### src/rtl/rft_pkg.sv
// Shared types, widths and constant functions of the real-input FFT unit.
// No dependencies.
package rft_pkg;

  localparam int SMP_W  = 16;  // input sample, Q1.15
  localparam int BIN_W  = 24;  // bin component
  localparam int CFG_W  = 3;   // size_log2 register
  localparam int COS_W  = 18;  // signed Q2.16 twiddle
  localparam int PROD_W = 42;  // BIN_W x COS_W product
  localparam int RSUM_W = 43;  // sum of two products
  localparam int PP_W   = 27;  // rounded product, Q.15
  localparam int BSUM_W = 28;  // E +/- P before clamp
  localparam int ENT_W  = 2 * BIN_W;

  localparam logic [CFG_W-1:0] SIZE_RESET = 3'd6;

  localparam longint unsigned PI_Q30  = 64'd3373259426;
  localparam longint unsigned ONE_Q30 = 64'd1073741824;

  typedef enum logic [3:0] {
    ST_IDLE,
    ST_RD_E,
    ST_RD_O,
    ST_CAP_O,
    ST_MUL0,
    ST_MUL1,
    ST_MUL2,
    ST_MUL3,
    ST_MUL4,
    ST_WR_E,
    ST_WR_O,
    ST_OUT_RD,
    ST_OUT_CAP
  } state_t;

  typedef enum logic [1:0] {
    MUL_ORE_C,
    MUL_OIM_S,
    MUL_OIM_C,
    MUL_ORE_S
  } mul_sel_t;

  typedef struct packed {
    logic     e_load;
    logic     o_load;
    mul_sel_t mul_sel;
    logic     p_load;
    logic     acc_load;
    logic     pr_load;
    logic     pi_load;
  } bfly_ctl_t;

  // floor of num / den by shift and subtract, for the ROM series
  function automatic longint unsigned udiv64(input longint unsigned num,
                                             input longint unsigned den);
    longint unsigned q;
    longint unsigned rem;
    q   = '0;
    rem = '0;
    for (int b = 63; b >= 0; b--) begin
      rem = {rem[62:0], num[b]};
      if (rem >= den) begin
        rem  = rem - den;
        q[b] = 1'b1;
      end
    end
    return q;
  endfunction

  // cos of an angle in [0, pi/2] in Q30, Taylor series, result in Q30
  function automatic longint unsigned cos_q30(input longint unsigned x);
    longint unsigned x2;
    longint unsigned term;
    longint          sm;
    x2   = (x * x) >> 30;
    term = ONE_Q30;
    sm   = longint'(ONE_Q30);
    for (int i = 1; i <= 12; i++) begin
      term = udiv64((term * x2) >> 30, 64'((2 * i - 1) * (2 * i)));
      if ((i % 2) == 1) sm = sm - longint'(term);
      else              sm = sm + longint'(term);
    end
    if (sm < 0) sm = 0;
    if (sm > longint'(ONE_Q30)) sm = longint'(ONE_Q30);
    return longint'(sm);
  endfunction

  // ROM entry in Q2.16 (always non-negative) from an angle in Q30
  function automatic logic [COS_W-2:0] cos_entry(input longint unsigned th);
    longint unsigned c;
    c = cos_q30(th);
    return (COS_W - 1)'((c + 64'd8192) >> 14);
  endfunction

  function automatic logic signed [BIN_W-1:0] sat24(input logic signed [BSUM_W-1:0] v);
    logic signed [BSUM_W-1:0] hi;
    logic signed [BSUM_W-1:0] lo;
    hi = BSUM_W'(8388607);
    lo = -BSUM_W'(8388608);
    if (v > hi)      return BIN_W'(hi);
    else if (v < lo) return BIN_W'(lo);
    else             return BIN_W'(v);
  endfunction

endpackage

### src/rtl/rft_twiddle.sv
// Twiddle lookup: quarter-wave cos ROM in Q2.16, registered cos/sin out.
// Depends on rft_pkg.
module rft_twiddle import rft_pkg::*; #(
  parameter int MAX_POINTS = 64
) (
  input  logic                            clk,
  input  logic                            load,
  input  logic [$clog2(MAX_POINTS):0]     a,
  output logic signed [COS_W-1:0]         c_r,
  output logic signed [COS_W-1:0]         s_r
);

  localparam int AW = $clog2(MAX_POINTS) + 1;
  localparam logic [AW:0] TWO_M = (AW + 1)'(2 * MAX_POINTS);

  logic [COS_W-2:0] rom [MAX_POINTS + 1];

  for (genvar gi = 0; gi <= MAX_POINTS; gi++) begin : g_rom
    localparam longint unsigned TH =
      (PI_Q30 * longint'(gi) + longint'(MAX_POINTS)) / longint'(2 * MAX_POINTS);
    assign rom[gi] = cos_entry(TH);
  end

  logic [AW-1:0]          c_idx;
  logic [AW-1:0]          s_idx;
  logic                   c_neg;
  logic signed [COS_W-1:0] c_nxt;
  logic signed [COS_W-1:0] s_nxt;

  always_comb begin
    if (a <= AW'(MAX_POINTS)) begin
      c_idx = a;
      s_idx = AW'(MAX_POINTS) - a;
      c_neg = 1'b0;
    end else begin
      c_idx = AW'(TWO_M - {1'b0, a});
      s_idx = a - AW'(MAX_POINTS);
      c_neg = 1'b1;
    end
    c_nxt = c_neg ? -signed'({1'b0, rom[c_idx]}) : signed'({1'b0, rom[c_idx]});
    s_nxt = signed'({1'b0, rom[s_idx]});
  end

  always_ff @(posedge clk) begin
    if (load) begin
      c_r <= c_nxt;
      s_r <= s_nxt;
    end
  end

endmodule

### config.mk
export PLATFORM = sky130hd
export DESIGN_NAME = rft_twiddle
export DESIGN_NICKNAME = d
export VERILOG_FILES = /design/src/rtl/rft_pkg.sv /design/src/rtl/rft_twiddle.sv
export SDC_FILE = /design/constraint.sdc
export NUM_CORES = 1
export LEC_CHECK = 0
export ABC_AREA = 1
export BUFFER_PORTS_ARGS = -buffer_cell sky130_fd_sc_hd__clkbuf_2
export CAP_MARGIN = 10
export CORE_UTILIZATION = 55
export DETAILED_ROUTE_END_ITERATION = 8
export PLACE_DENSITY_LB_ADDON = 0.3
export SLEW_MARGIN = 20
export SYNTH_ARGS = -nofsm -noshare
export SYNTH_HDL_FRONTEND = slang
export SYNTH_SLANG_ARGS = --single-unit
### constraint.sdc
create_clock -name clk -period 4.7 [get_ports clk]
set_input_delay 0.705 -clock clk [delete_from_list [all_inputs] [get_ports clk]]
set_output_delay 0.705 -clock clk [all_outputs]
set_load 0.005 [all_outputs]
==> results.toml <==
[place]
dp.cells = 886
place.gp.congestion = 1.04
place_area_um2 = 4960
numPortBuffers = 43
dp_hpwl_mm = 12.0

[synthesis]
ys_async_sr_fraction_pct = 0
synth.distinct_cells = 51
syn_nets = 791
netlist_area_um2 = 4780
synth_top_area_share_pct = 22.0
synth-edff-count = 35
synth_area_leaders = "edfxtp_1 22%, nand2_1 19%, nand3_1 15%"
syn_inst = 766
synth_seq_cells = 35
ys_warn_count = 0
synth_commonest_cells = "241 x nand2_1, 141 x nand3_1, 52 x inv_1"
synth.largest_area_cell = "edfxtp_1"
synth_ff_type = "edfxtp_1"
yosysSeqAreaShare_pct = 22.0
synth_area_per_cell_um2 = 6.24
yosysMostFrequentCell = "nand2_1"

[routing]
totalWireLength_mm = 16.2
drc_errors = 0
via_per_inst = 6.31
first_pass_iters = 6
drt_iter0_markers = 807
ant_nets = 0
vias = 5643
route.detailed.wl_per_inst_um = 18.1

[die]
initial_utilization_pct = 57.6
die_x_um = 95.3
fp.dieH_um = 95.3
die_area_um2 = 9070
floorplan.io_pins = 45
core-area_um2 = 8300
rows = 33

[pwr]
power_density_nw_per_um2 = 264
share_comb_of_total_power_pct = 52.9
seqPwrFrac_pct = 31.6
p_leak_uw = 0.00250
max-vdd-ir-drop_mv = 0.134
p_int_uw = 730
p_switching_uw = 600
swShare_pct = 45.1
p_clk_share_pct = 15.5

[final_layout]
finalInstanceArea_um2 = 5050
finalNonFillerCells = 894
synthToLayoutAreaGrowth_pct = 5.49
nNetsFinal = 813
drive_gt1_share_pct = 15.5
finalCoreUtilization_pct = 60.8
diodes = 0

[grt]
grt_max_degree = 41
grtUsageTotal_pct = 36.5
grt_pass1_wl_mm = 25.5
grt_pass1_vias = 4965
antenna_found_initial = 0
grt_remaining_overflow = 0

[clock_tree]
postCtsSetupRepairBufs = 0
clk_pin_slew_ps = 70
cts_sinks = 35
cts_buffer_depth = 2
holdBufCountCts = 0
cts_buffers = 5
htreeDepth = 2
cts_root_buf = "clkbuf_8"
cts_resized = 0
tritoncts = "done"

[setup_path]
cp_data_arrival_time_ps = 3930
slowest_delay_ps = 550
critical_path.endpoint_type = "register"
critPathRequiredTime_ps = 4740
cp_max_fo = 40
crit_path_start_kind = "input port"
path_cells = "clkbuf_2 -> inv_1 -> ha_1 -> nand3_4 -> nand2_8 -> inv_4 -> nand2_2 -> nand2_2 -> nand3_1 -> nand3_1 -> nand3_1 -> nand3_1 -> nand2_1 -> nor2_1 -> nand2_2 -> nand2_4 -> nand3_1 -> nand2_1 -> inv_1"
crit_slowest_cell = "nand2_2"
path_class = "input port to register"
path_common_cell = "nand3_1"

[timing]
finalSetupViolCount = 0
fmax_mhz = 257
post-route-period-util_pct = 82.8
hold_viol = 0
relSlewSlack_pct = 47.0
final.setup.tns_ps = 0
tightestPinTransition_ps = 794
grt_setup_unrepaired = "no"
fin_crit_ps = 3890
final_max_slew_viol_count = 0

[outcome]
outcome = "complete, no violations"

[min_path]
hold_path.class = "input port to register"

[run]
drv_cap = 0
cells by family (layout without fill, tap and decap cells):
logic type | after synthesis | count (layout) | synth area share, %
other cells | 1 | 1 | 0.0784
xor+xnor | 7 | 7 | 1.28
simple gates | 482 | 482 | 46.0
flops | 35 | 35 | 22.0
compound gates | 118 | 118 | 15.5
fa+ha+maj | 16 | 16 | 4.19
buf+inv | 107 | 130 | 11.0
per-layer routing:
metal  vias to the layer above  track usage [%]  wire length [um]
li1                       2635                -                 -
met1                      2555             52.0              6880
met2                       413             52.7              6820
met3                        40             9.33              2090
met4                         0             13.3               400
met5                         -                0                 0
power groups by stage:
| stage | sequential, uW | clock, uW | combinational [uW] |
|---|---|---|---|
| 2_1_floorplan | 433 | 0 | 479 |
| 3_3_place_gp | 425 | 0 | 671 |
| 3_5_place_dp | 428 | 0 | 675 |
| 4_1_cts | 421 | 206 | 679 |
| 5_1_grt | 425 | 218 | 769 |
| 6_report | 420 | 207 | 704 |
cell type report:
class                           count  area (um2)
Clock inverter                      3        15.0
Inverter                           64         245
Tap cell                          105         131
Clock buffer                        5        68.8
Timing Repair Buffer               58         328
Sequential cell                    35        1050
Fill cell                         804        3250
Multi-Input combinational cell    624        3210
path summary, 6_finish.rpt:
check | startpoint | to | slack, ps | depth (start not counted)
setup / recovery | a[1] | c_r[14] | 810 | 19
hold / removal | a[0] | s_r[16] | 1120 | 5
cells in the final DEF (no fill, tap or decap), types with 8 or more instances in the layout:
cell        n
nand3_2    15
nand2_2    18
nor2_1     49
ha_1       16
clkbuf_2   43
o211ai_1    8
nand2_1   241
nand3_1   141
a21oi_1    39
buf_4      15
inv_1      52
o21ai_0    28
o21ai_1    12
edfxtp_1   35
metrics by stage:
stage	hold WS, ps	power, uW	setup WS (ps)
2_1_floorplan	817	912	764
3_3_place_gp	1100	1100	769
3_5_place_dp	1100	1100	554
4_1_cts	1110	1310	850
5_1_grt	1130	1410	540
6_report	1120	1330	807
sequential cells by signal, indices dropped and copies added (netlist names):
register,flops
c_r,18
s_r,17
worst max-delay path: cells and delay by family:
| kind | cells | cell delay, ps |
|---|---|---|
| and+or+nand+nor | 14 | 2350 |
| buffers and inverters | 4 | 560 |
| adders and majority gates | 1 | 290 |
Power figures use the tool's default switching activity.
