## src/rtl/rft_pkg.sv

```systemverilog
// Shared types, widths and constant functions of the real-input FFT unit.
// No dependencies.
package rft_pkg;

  localparam int SMP_W  = 16;  // input sample, Q1.15
  localparam int BIN_W  = 24;  // bin component
  localparam int CFG_W  = 3;   // size_log2 register
  localparam int COS_W  = 18;  // signed Q2.16 twiddle
  localparam int PROD_W = 42;  // BIN_W x COS_W product
  localparam int RSUM_W = 43;  // sum of two products
  localparam int PP_W   = 27;  // rounded product, Q.15
  localparam int BSUM_W = 28;  // E +/- P before clamp
  localparam int ENT_W  = 2 * BIN_W;

  localparam logic [CFG_W-1:0] SIZE_RESET = 3'd6;

  localparam longint unsigned PI_Q30  = 64'd3373259426;
  localparam longint unsigned ONE_Q30 = 64'd1073741824;

  typedef enum logic [3:0] {
    ST_IDLE,
    ST_RD_E,
    ST_RD_O,
    ST_CAP_O,
    ST_MUL0,
    ST_MUL1,
    ST_MUL2,
    ST_MUL3,
    ST_MUL4,
    ST_WR_E,
    ST_WR_O,
    ST_OUT_RD,
    ST_OUT_CAP
  } state_t;

  typedef enum logic [1:0] {
    MUL_ORE_C,
    MUL_OIM_S,
    MUL_OIM_C,
    MUL_ORE_S
  } mul_sel_t;

  typedef struct packed {
    logic     e_load;
    logic     o_load;
    mul_sel_t mul_sel;
    logic     p_load;
    logic     acc_load;
    logic     pr_load;
    logic     pi_load;
  } bfly_ctl_t;

  // floor of num / den by shift and subtract, for the ROM series
  function automatic longint unsigned udiv64(input longint unsigned num,
                                             input longint unsigned den);
    longint unsigned q;
    longint unsigned rem;
    q   = '0;
    rem = '0;
    for (int b = 63; b >= 0; b--) begin
      rem = {rem[62:0], num[b]};
      if (rem >= den) begin
        rem  = rem - den;
        q[b] = 1'b1;
      end
    end
    return q;
  endfunction

  // cos of an angle in [0, pi/2] in Q30, Taylor series, result in Q30
  function automatic longint unsigned cos_q30(input longint unsigned x);
    longint unsigned x2;
    longint unsigned term;
    longint          sm;
    x2   = (x * x) >> 30;
    term = ONE_Q30;
    sm   = longint'(ONE_Q30);
    for (int i = 1; i <= 12; i++) begin
      term = udiv64((term * x2) >> 30, 64'((2 * i - 1) * (2 * i)));
      if ((i % 2) == 1) sm = sm - longint'(term);
      else              sm = sm + longint'(term);
    end
    if (sm < 0) sm = 0;
    if (sm > longint'(ONE_Q30)) sm = longint'(ONE_Q30);
    return longint'(sm);
  endfunction

  // ROM entry in Q2.16 (always non-negative) from an angle in Q30
  function automatic logic [COS_W-2:0] cos_entry(input longint unsigned th);
    longint unsigned c;
    c = cos_q30(th);
    return (COS_W - 1)'((c + 64'd8192) >> 14);
  endfunction

  function automatic logic signed [BIN_W-1:0] sat24(input logic signed [BSUM_W-1:0] v);
    logic signed [BSUM_W-1:0] hi;
    logic signed [BSUM_W-1:0] lo;
    hi = BSUM_W'(8388607);
    lo = -BSUM_W'(8388608);
    if (v > hi)      return BIN_W'(hi);
    else if (v < lo) return BIN_W'(lo);
    else             return BIN_W'(v);
  endfunction

endpackage

```

## src/rtl/rft_bfly.sv

```systemverilog
// Butterfly datapath: one shared multiplier, rounding and clamped E +/- P.
// Depends on rft_pkg.
module rft_bfly import rft_pkg::*; (
  input  logic                    clk,
  input  bfly_ctl_t               ctl,
  input  logic [ENT_W-1:0]        rdata,
  input  logic signed [COS_W-1:0] c,
  input  logic signed [COS_W-1:0] s,
  output logic [ENT_W-1:0]        sum_out,
  output logic [ENT_W-1:0]        dif_out
);

  logic signed [BIN_W-1:0]  e_re_r, e_im_r, o_re_r, o_im_r;
  logic signed [PROD_W-1:0] p_r, acc_r;
  logic signed [PP_W-1:0]   pr_r, pi_r;

  logic signed [BIN_W-1:0]  mul_a;
  logic signed [COS_W-1:0]  mul_b;
  logic signed [PROD_W-1:0] prod;
  logic signed [RSUM_W-1:0] rsum;
  logic signed [RSUM_W-1:0] rsh;

  always_comb begin
    case (ctl.mul_sel)
      MUL_ORE_C: begin mul_a = o_re_r; mul_b = c; end
      MUL_OIM_S: begin mul_a = o_im_r; mul_b = s; end
      MUL_OIM_C: begin mul_a = o_im_r; mul_b = c; end
      MUL_ORE_S: begin mul_a = o_re_r; mul_b = s; end
      default:   begin mul_a = o_re_r; mul_b = c; end
    endcase
    prod = PROD_W'(mul_a) * PROD_W'(mul_b);
    // real part adds, imaginary part subtracts
    rsum = ctl.pi_load ? (RSUM_W'(acc_r) - RSUM_W'(p_r))
                       : (RSUM_W'(acc_r) + RSUM_W'(p_r));
    rsh  = (rsum + RSUM_W'(32768)) >>> 16;  // nearest, half up
  end

  always_ff @(posedge clk) begin
    if (ctl.e_load) begin
      e_re_r <= rdata[ENT_W-1:BIN_W];
      e_im_r <= rdata[BIN_W-1:0];
    end
    if (ctl.o_load) begin
      o_re_r <= rdata[ENT_W-1:BIN_W];
      o_im_r <= rdata[BIN_W-1:0];
    end
    if (ctl.p_load)   p_r   <= prod;
    if (ctl.acc_load) acc_r <= p_r;
    if (ctl.pr_load)  pr_r  <= PP_W'(rsh);
    if (ctl.pi_load)  pi_r  <= PP_W'(rsh);
  end

  always_comb begin
    sum_out = {sat24(BSUM_W'(e_re_r) + BSUM_W'(pr_r)),
               sat24(BSUM_W'(e_im_r) + BSUM_W'(pi_r))};
    dif_out = {sat24(BSUM_W'(e_re_r) - BSUM_W'(pr_r)),
               sat24(BSUM_W'(e_im_r) - BSUM_W'(pi_r))};
  end

endmodule

```

## config.mk

```make
export PLATFORM = sky130hd
export DESIGN_NAME = rft_bfly
export DESIGN_NICKNAME = d
export VERILOG_FILES = /design/src/rtl/rft_pkg.sv /design/src/rtl/rft_bfly.sv
export SDC_FILE = /design/constraint.sdc
export NUM_CORES = 2
export LEC_CHECK = 0
export BUFFER_PORTS_ARGS = -buffer_cell sky130_fd_sc_hd__buf_2
export CORE_MARGIN = 4
export CORE_UTILIZATION = 65
export CTS_CLUSTER_DIAMETER = 80
export CTS_CLUSTER_SIZE = 14
export DETAILED_ROUTE_END_ITERATION = 10
export PLACE_DENSITY = 0.84
export SYNTH_ARGS = -nofsm -noshare
export SYNTH_HDL_FRONTEND = slang
export SYNTH_SLANG_ARGS = --single-unit
```

## constraint.sdc

```tcl
create_clock -name clk -period 22.6 [get_ports clk]
set_input_delay 1.13 -clock clk [delete_from_list [all_inputs] [get_ports clk]]
set_output_delay 1.13 -clock clk [all_outputs]
set_load 0.05 [all_outputs]
```

==> summary.txt <==
Worst setup path
  • Max incr delay on CP: 0.99 ns
  • CP Launch Type: input port
  • Worst path required time: 22.86 ns
  • Buf+Inv Stages, Crit Path: 5
  • Worst r2r src: o_re_r[23]
  • Most frequent CP cell: fa_1
  • Critical path peak fanout: 34
  • Worst setup EP type: flip-flop
  • Delay-heaviest family, CP: adder cells
  • CP Class: input port to flip-flop
  • Worst Reg-to-Reg Cells: 22
  • Worst R2R End: p_r[39]
  • CP Data Arrival Time: roughly 9.6 ns
  • Slowest-stage cell, CP: mux2i_1
  • Worst reg-to-reg setup slack: 14.76 ns

Route
  • Routed Antenna Nets: 0
  • Avg WL per Cell: 21.3 um
  • Drt pass-1 iters: 8
  • DR vias/cell: ~6.1
  • Routed WL: around 93 mm
  • Drt drc: 0
  • DRT iter0 DRCs: 2,651
  • Vias: 26,635

Logic synthesis
  • YS warnings: 0
  • Post-synth cell types: approximately 90
  • Area leader, netlist: fa_1
  • Register area share after synthesis: roughly a fifth
  • Top-count cell post-synth: inv_1
  • Post-synthesis mux area share: 2.83%
  • Syn Inst Count: 3,603
  • Mean Syn Cell Area: 9.13 sq um
  • Post-synth EDFFs: 234
  • Primary FF master, synth: edfxtp_1
  • Synth top cells by count: inv_1, fa_1, nand2_1
  • Synth async-reset ratio: 0%
  • Largest family of logic cells by synthesized area: adder cells
  • Flops & latches, synth: 234
  • Xor and xnor area share after synthesis: between 5 and 6%
  • Synth top area share: 26.1%
  • Ranking of synthesized cells by area: fa_1, edfxtp_1, ha_1
  • Post-Syn Nets: ~4,400
  • Compound-Gate Fraction of Synth Area: 11.6%
  • Simple-Gate Fraction of Synth Area: 13.3%
  • Area share of fa/ha/maj cells after synthesis: 35.9%
  • Synth Cell Area: 32,900 sq um

Timing
  • RSZ-0062 raised after global routing: false
  • Worst slew margin: 8.26%
  • Max Freq: roughly 110 MHz
  • Slew Limit Fails: 0
  • Setup TNS: 0 ns
  • Post-layout min period: 9.32 ns
  • Clock Skews: around 0.029 ns
  • Final period utilization: 41.2%
  • Slew @ Worst Pin: roughly 1.3 ns
  • # setup viols final: 0
  • Final hold vios: 0

Floorplanning
  • Row count: 82
  • Die X: between 200 and 250 um
  • Initial Utilization: between 60% and 70%
  • IO Count: around 190
  • Die area: approximately 54,000 sq um
  • Core Footprint: 50,100 sq um
  • Die Y: 233 um

Worst hold path
  • HP Start: p_r[26]
  • HP Class: flip-flop to flip-flop
  • Worst Hold Endpoint: acc_r[26]
  • Hold depth: 0

Cells and area
  • Final #Nets: roughly 4,500
  • Share of cells above drive strength 1: 8.22%
  • Sequential Area: 7030 sq um
  • Multi-input gate area: 22,900 sq um
  • FILL cells: roughly 3,900
  • Area grow syn2layout: 5.95%

Clocking
  • Hold Buf Count CTS: 0
  • Clk_lat worst skew: ~0.53 ns
  • Clk slew on worst S/H paths: 0.08 ns
  • CTS sink count: around 230
  • Clk buf depth: 3
  • Number of CTS-inserted buffers: 20
  • # resized after CTS: 0
  • Clock root buffer: clkbuf_16
  • H-tree levels: 1
  • Postcts setup bufs: 0
  • CTS tree: done

Run
  • Maxcap violations: 0

Place
  • Post-DP HPWL: approximately 76 mm
  • Buffers on Ports: 188
  • Gpl congestion: 1.01

Global route
  • Total GRT Usage: approximately a third
  • Global-route wire length before repair: about 150 mm
  • Global route total overflow: 0
  • Initial antenna violation count: 1
  • Pin count of the biggest net entering global routing: 67
  • Vias in the first global route: around 27,000

Status
  • Run status: finished clean
## cell type report
cell class	instances	share of cell area [%]
tap	672	2.41
inverter	672	7.24
sequential	234	20.2
timing repair buffer	203	3.02
antenna	1	0.00718
multi-input combinational	2567	65.7
clock inverter	2	0.0610
clock buffer	21	1.45
## layer usage
layer,vias up,track usage [%],wire (um)
met5,-,0,16
met4,2,17.1,5910
met3,374,9.13,10900
met2,1588,56.0,42200
met1,12778,43.1,34100
li1,11893,-,-
## metrics by stage
stage / instances / utilization, % / instance area, sq um / setup WS [ns] / hold WS [ns]
6_report: 4372 / 69.6 / 34900 / 13.28 / 0.489
5_1_grt: 4371 / 69.6 / 34900 / 12.95 / 0.506
4_1_cts: 4371 / 69.6 / 34900 / 13.43 / 0.489
3_5_place_dp: 4348 / 68.6 / 34300 / 12.88 / 0.490
3_3_place_gp: 4348 / 68.6 / 34300 / 13.30 / 0.484
2_1_floorplan: 3603 / - / 32900 / 13.97 / 0.424
## kinds of logic after synthesis
logic type / Yosys count
AO/OA/AOI/OAI: 618
multiplexers: 88
XOR/XNOR: 217
flip-flops: 234
adder cells (fa/ha/maj): 687
AND/OR/NAND/NOR: 957
buffers and inverters: 802
## state kept, by name, indices dropped and copies added (netlist names)
name	count
e_im_r	24
o_re_r	24
pi_r	27
e_re_r	24
p_r	42
o_im_r	24
pr_r	27
acc_r	42
## layout by cell type, fill, tap and decap left out, types with 41 or more instances in the layout
cell / n
inv_1: 669
mux2i_1: 46
nor2_1: 311
mux2_2: 41
nor3_1: 48
o21ai_0: 159
a21oi_1: 211
xnor2_1: 177
nand2_1: 359
fa_1: 429
ha_1: 257
buf_2: 188
edfxtp_1: 234
a21o_1: 53
## worst max-delay path by stage
stage               startpoint  endpoint  cells after the start
finish                  ctl[4]   p_r[39]                     26
global route            ctl[4]   p_r[38]                     26
CTS                     ctl[4]   p_r[39]                     26
detailed placement      ctl[4]   p_r[39]                     26
global placement        ctl[4]   p_r[40]                     26
floorplan               ctl[5]   p_r[38]                     29
Power is not shown: default switching activity piles up to over one toggle a cycle in this logic, so the estimate is an artifact.
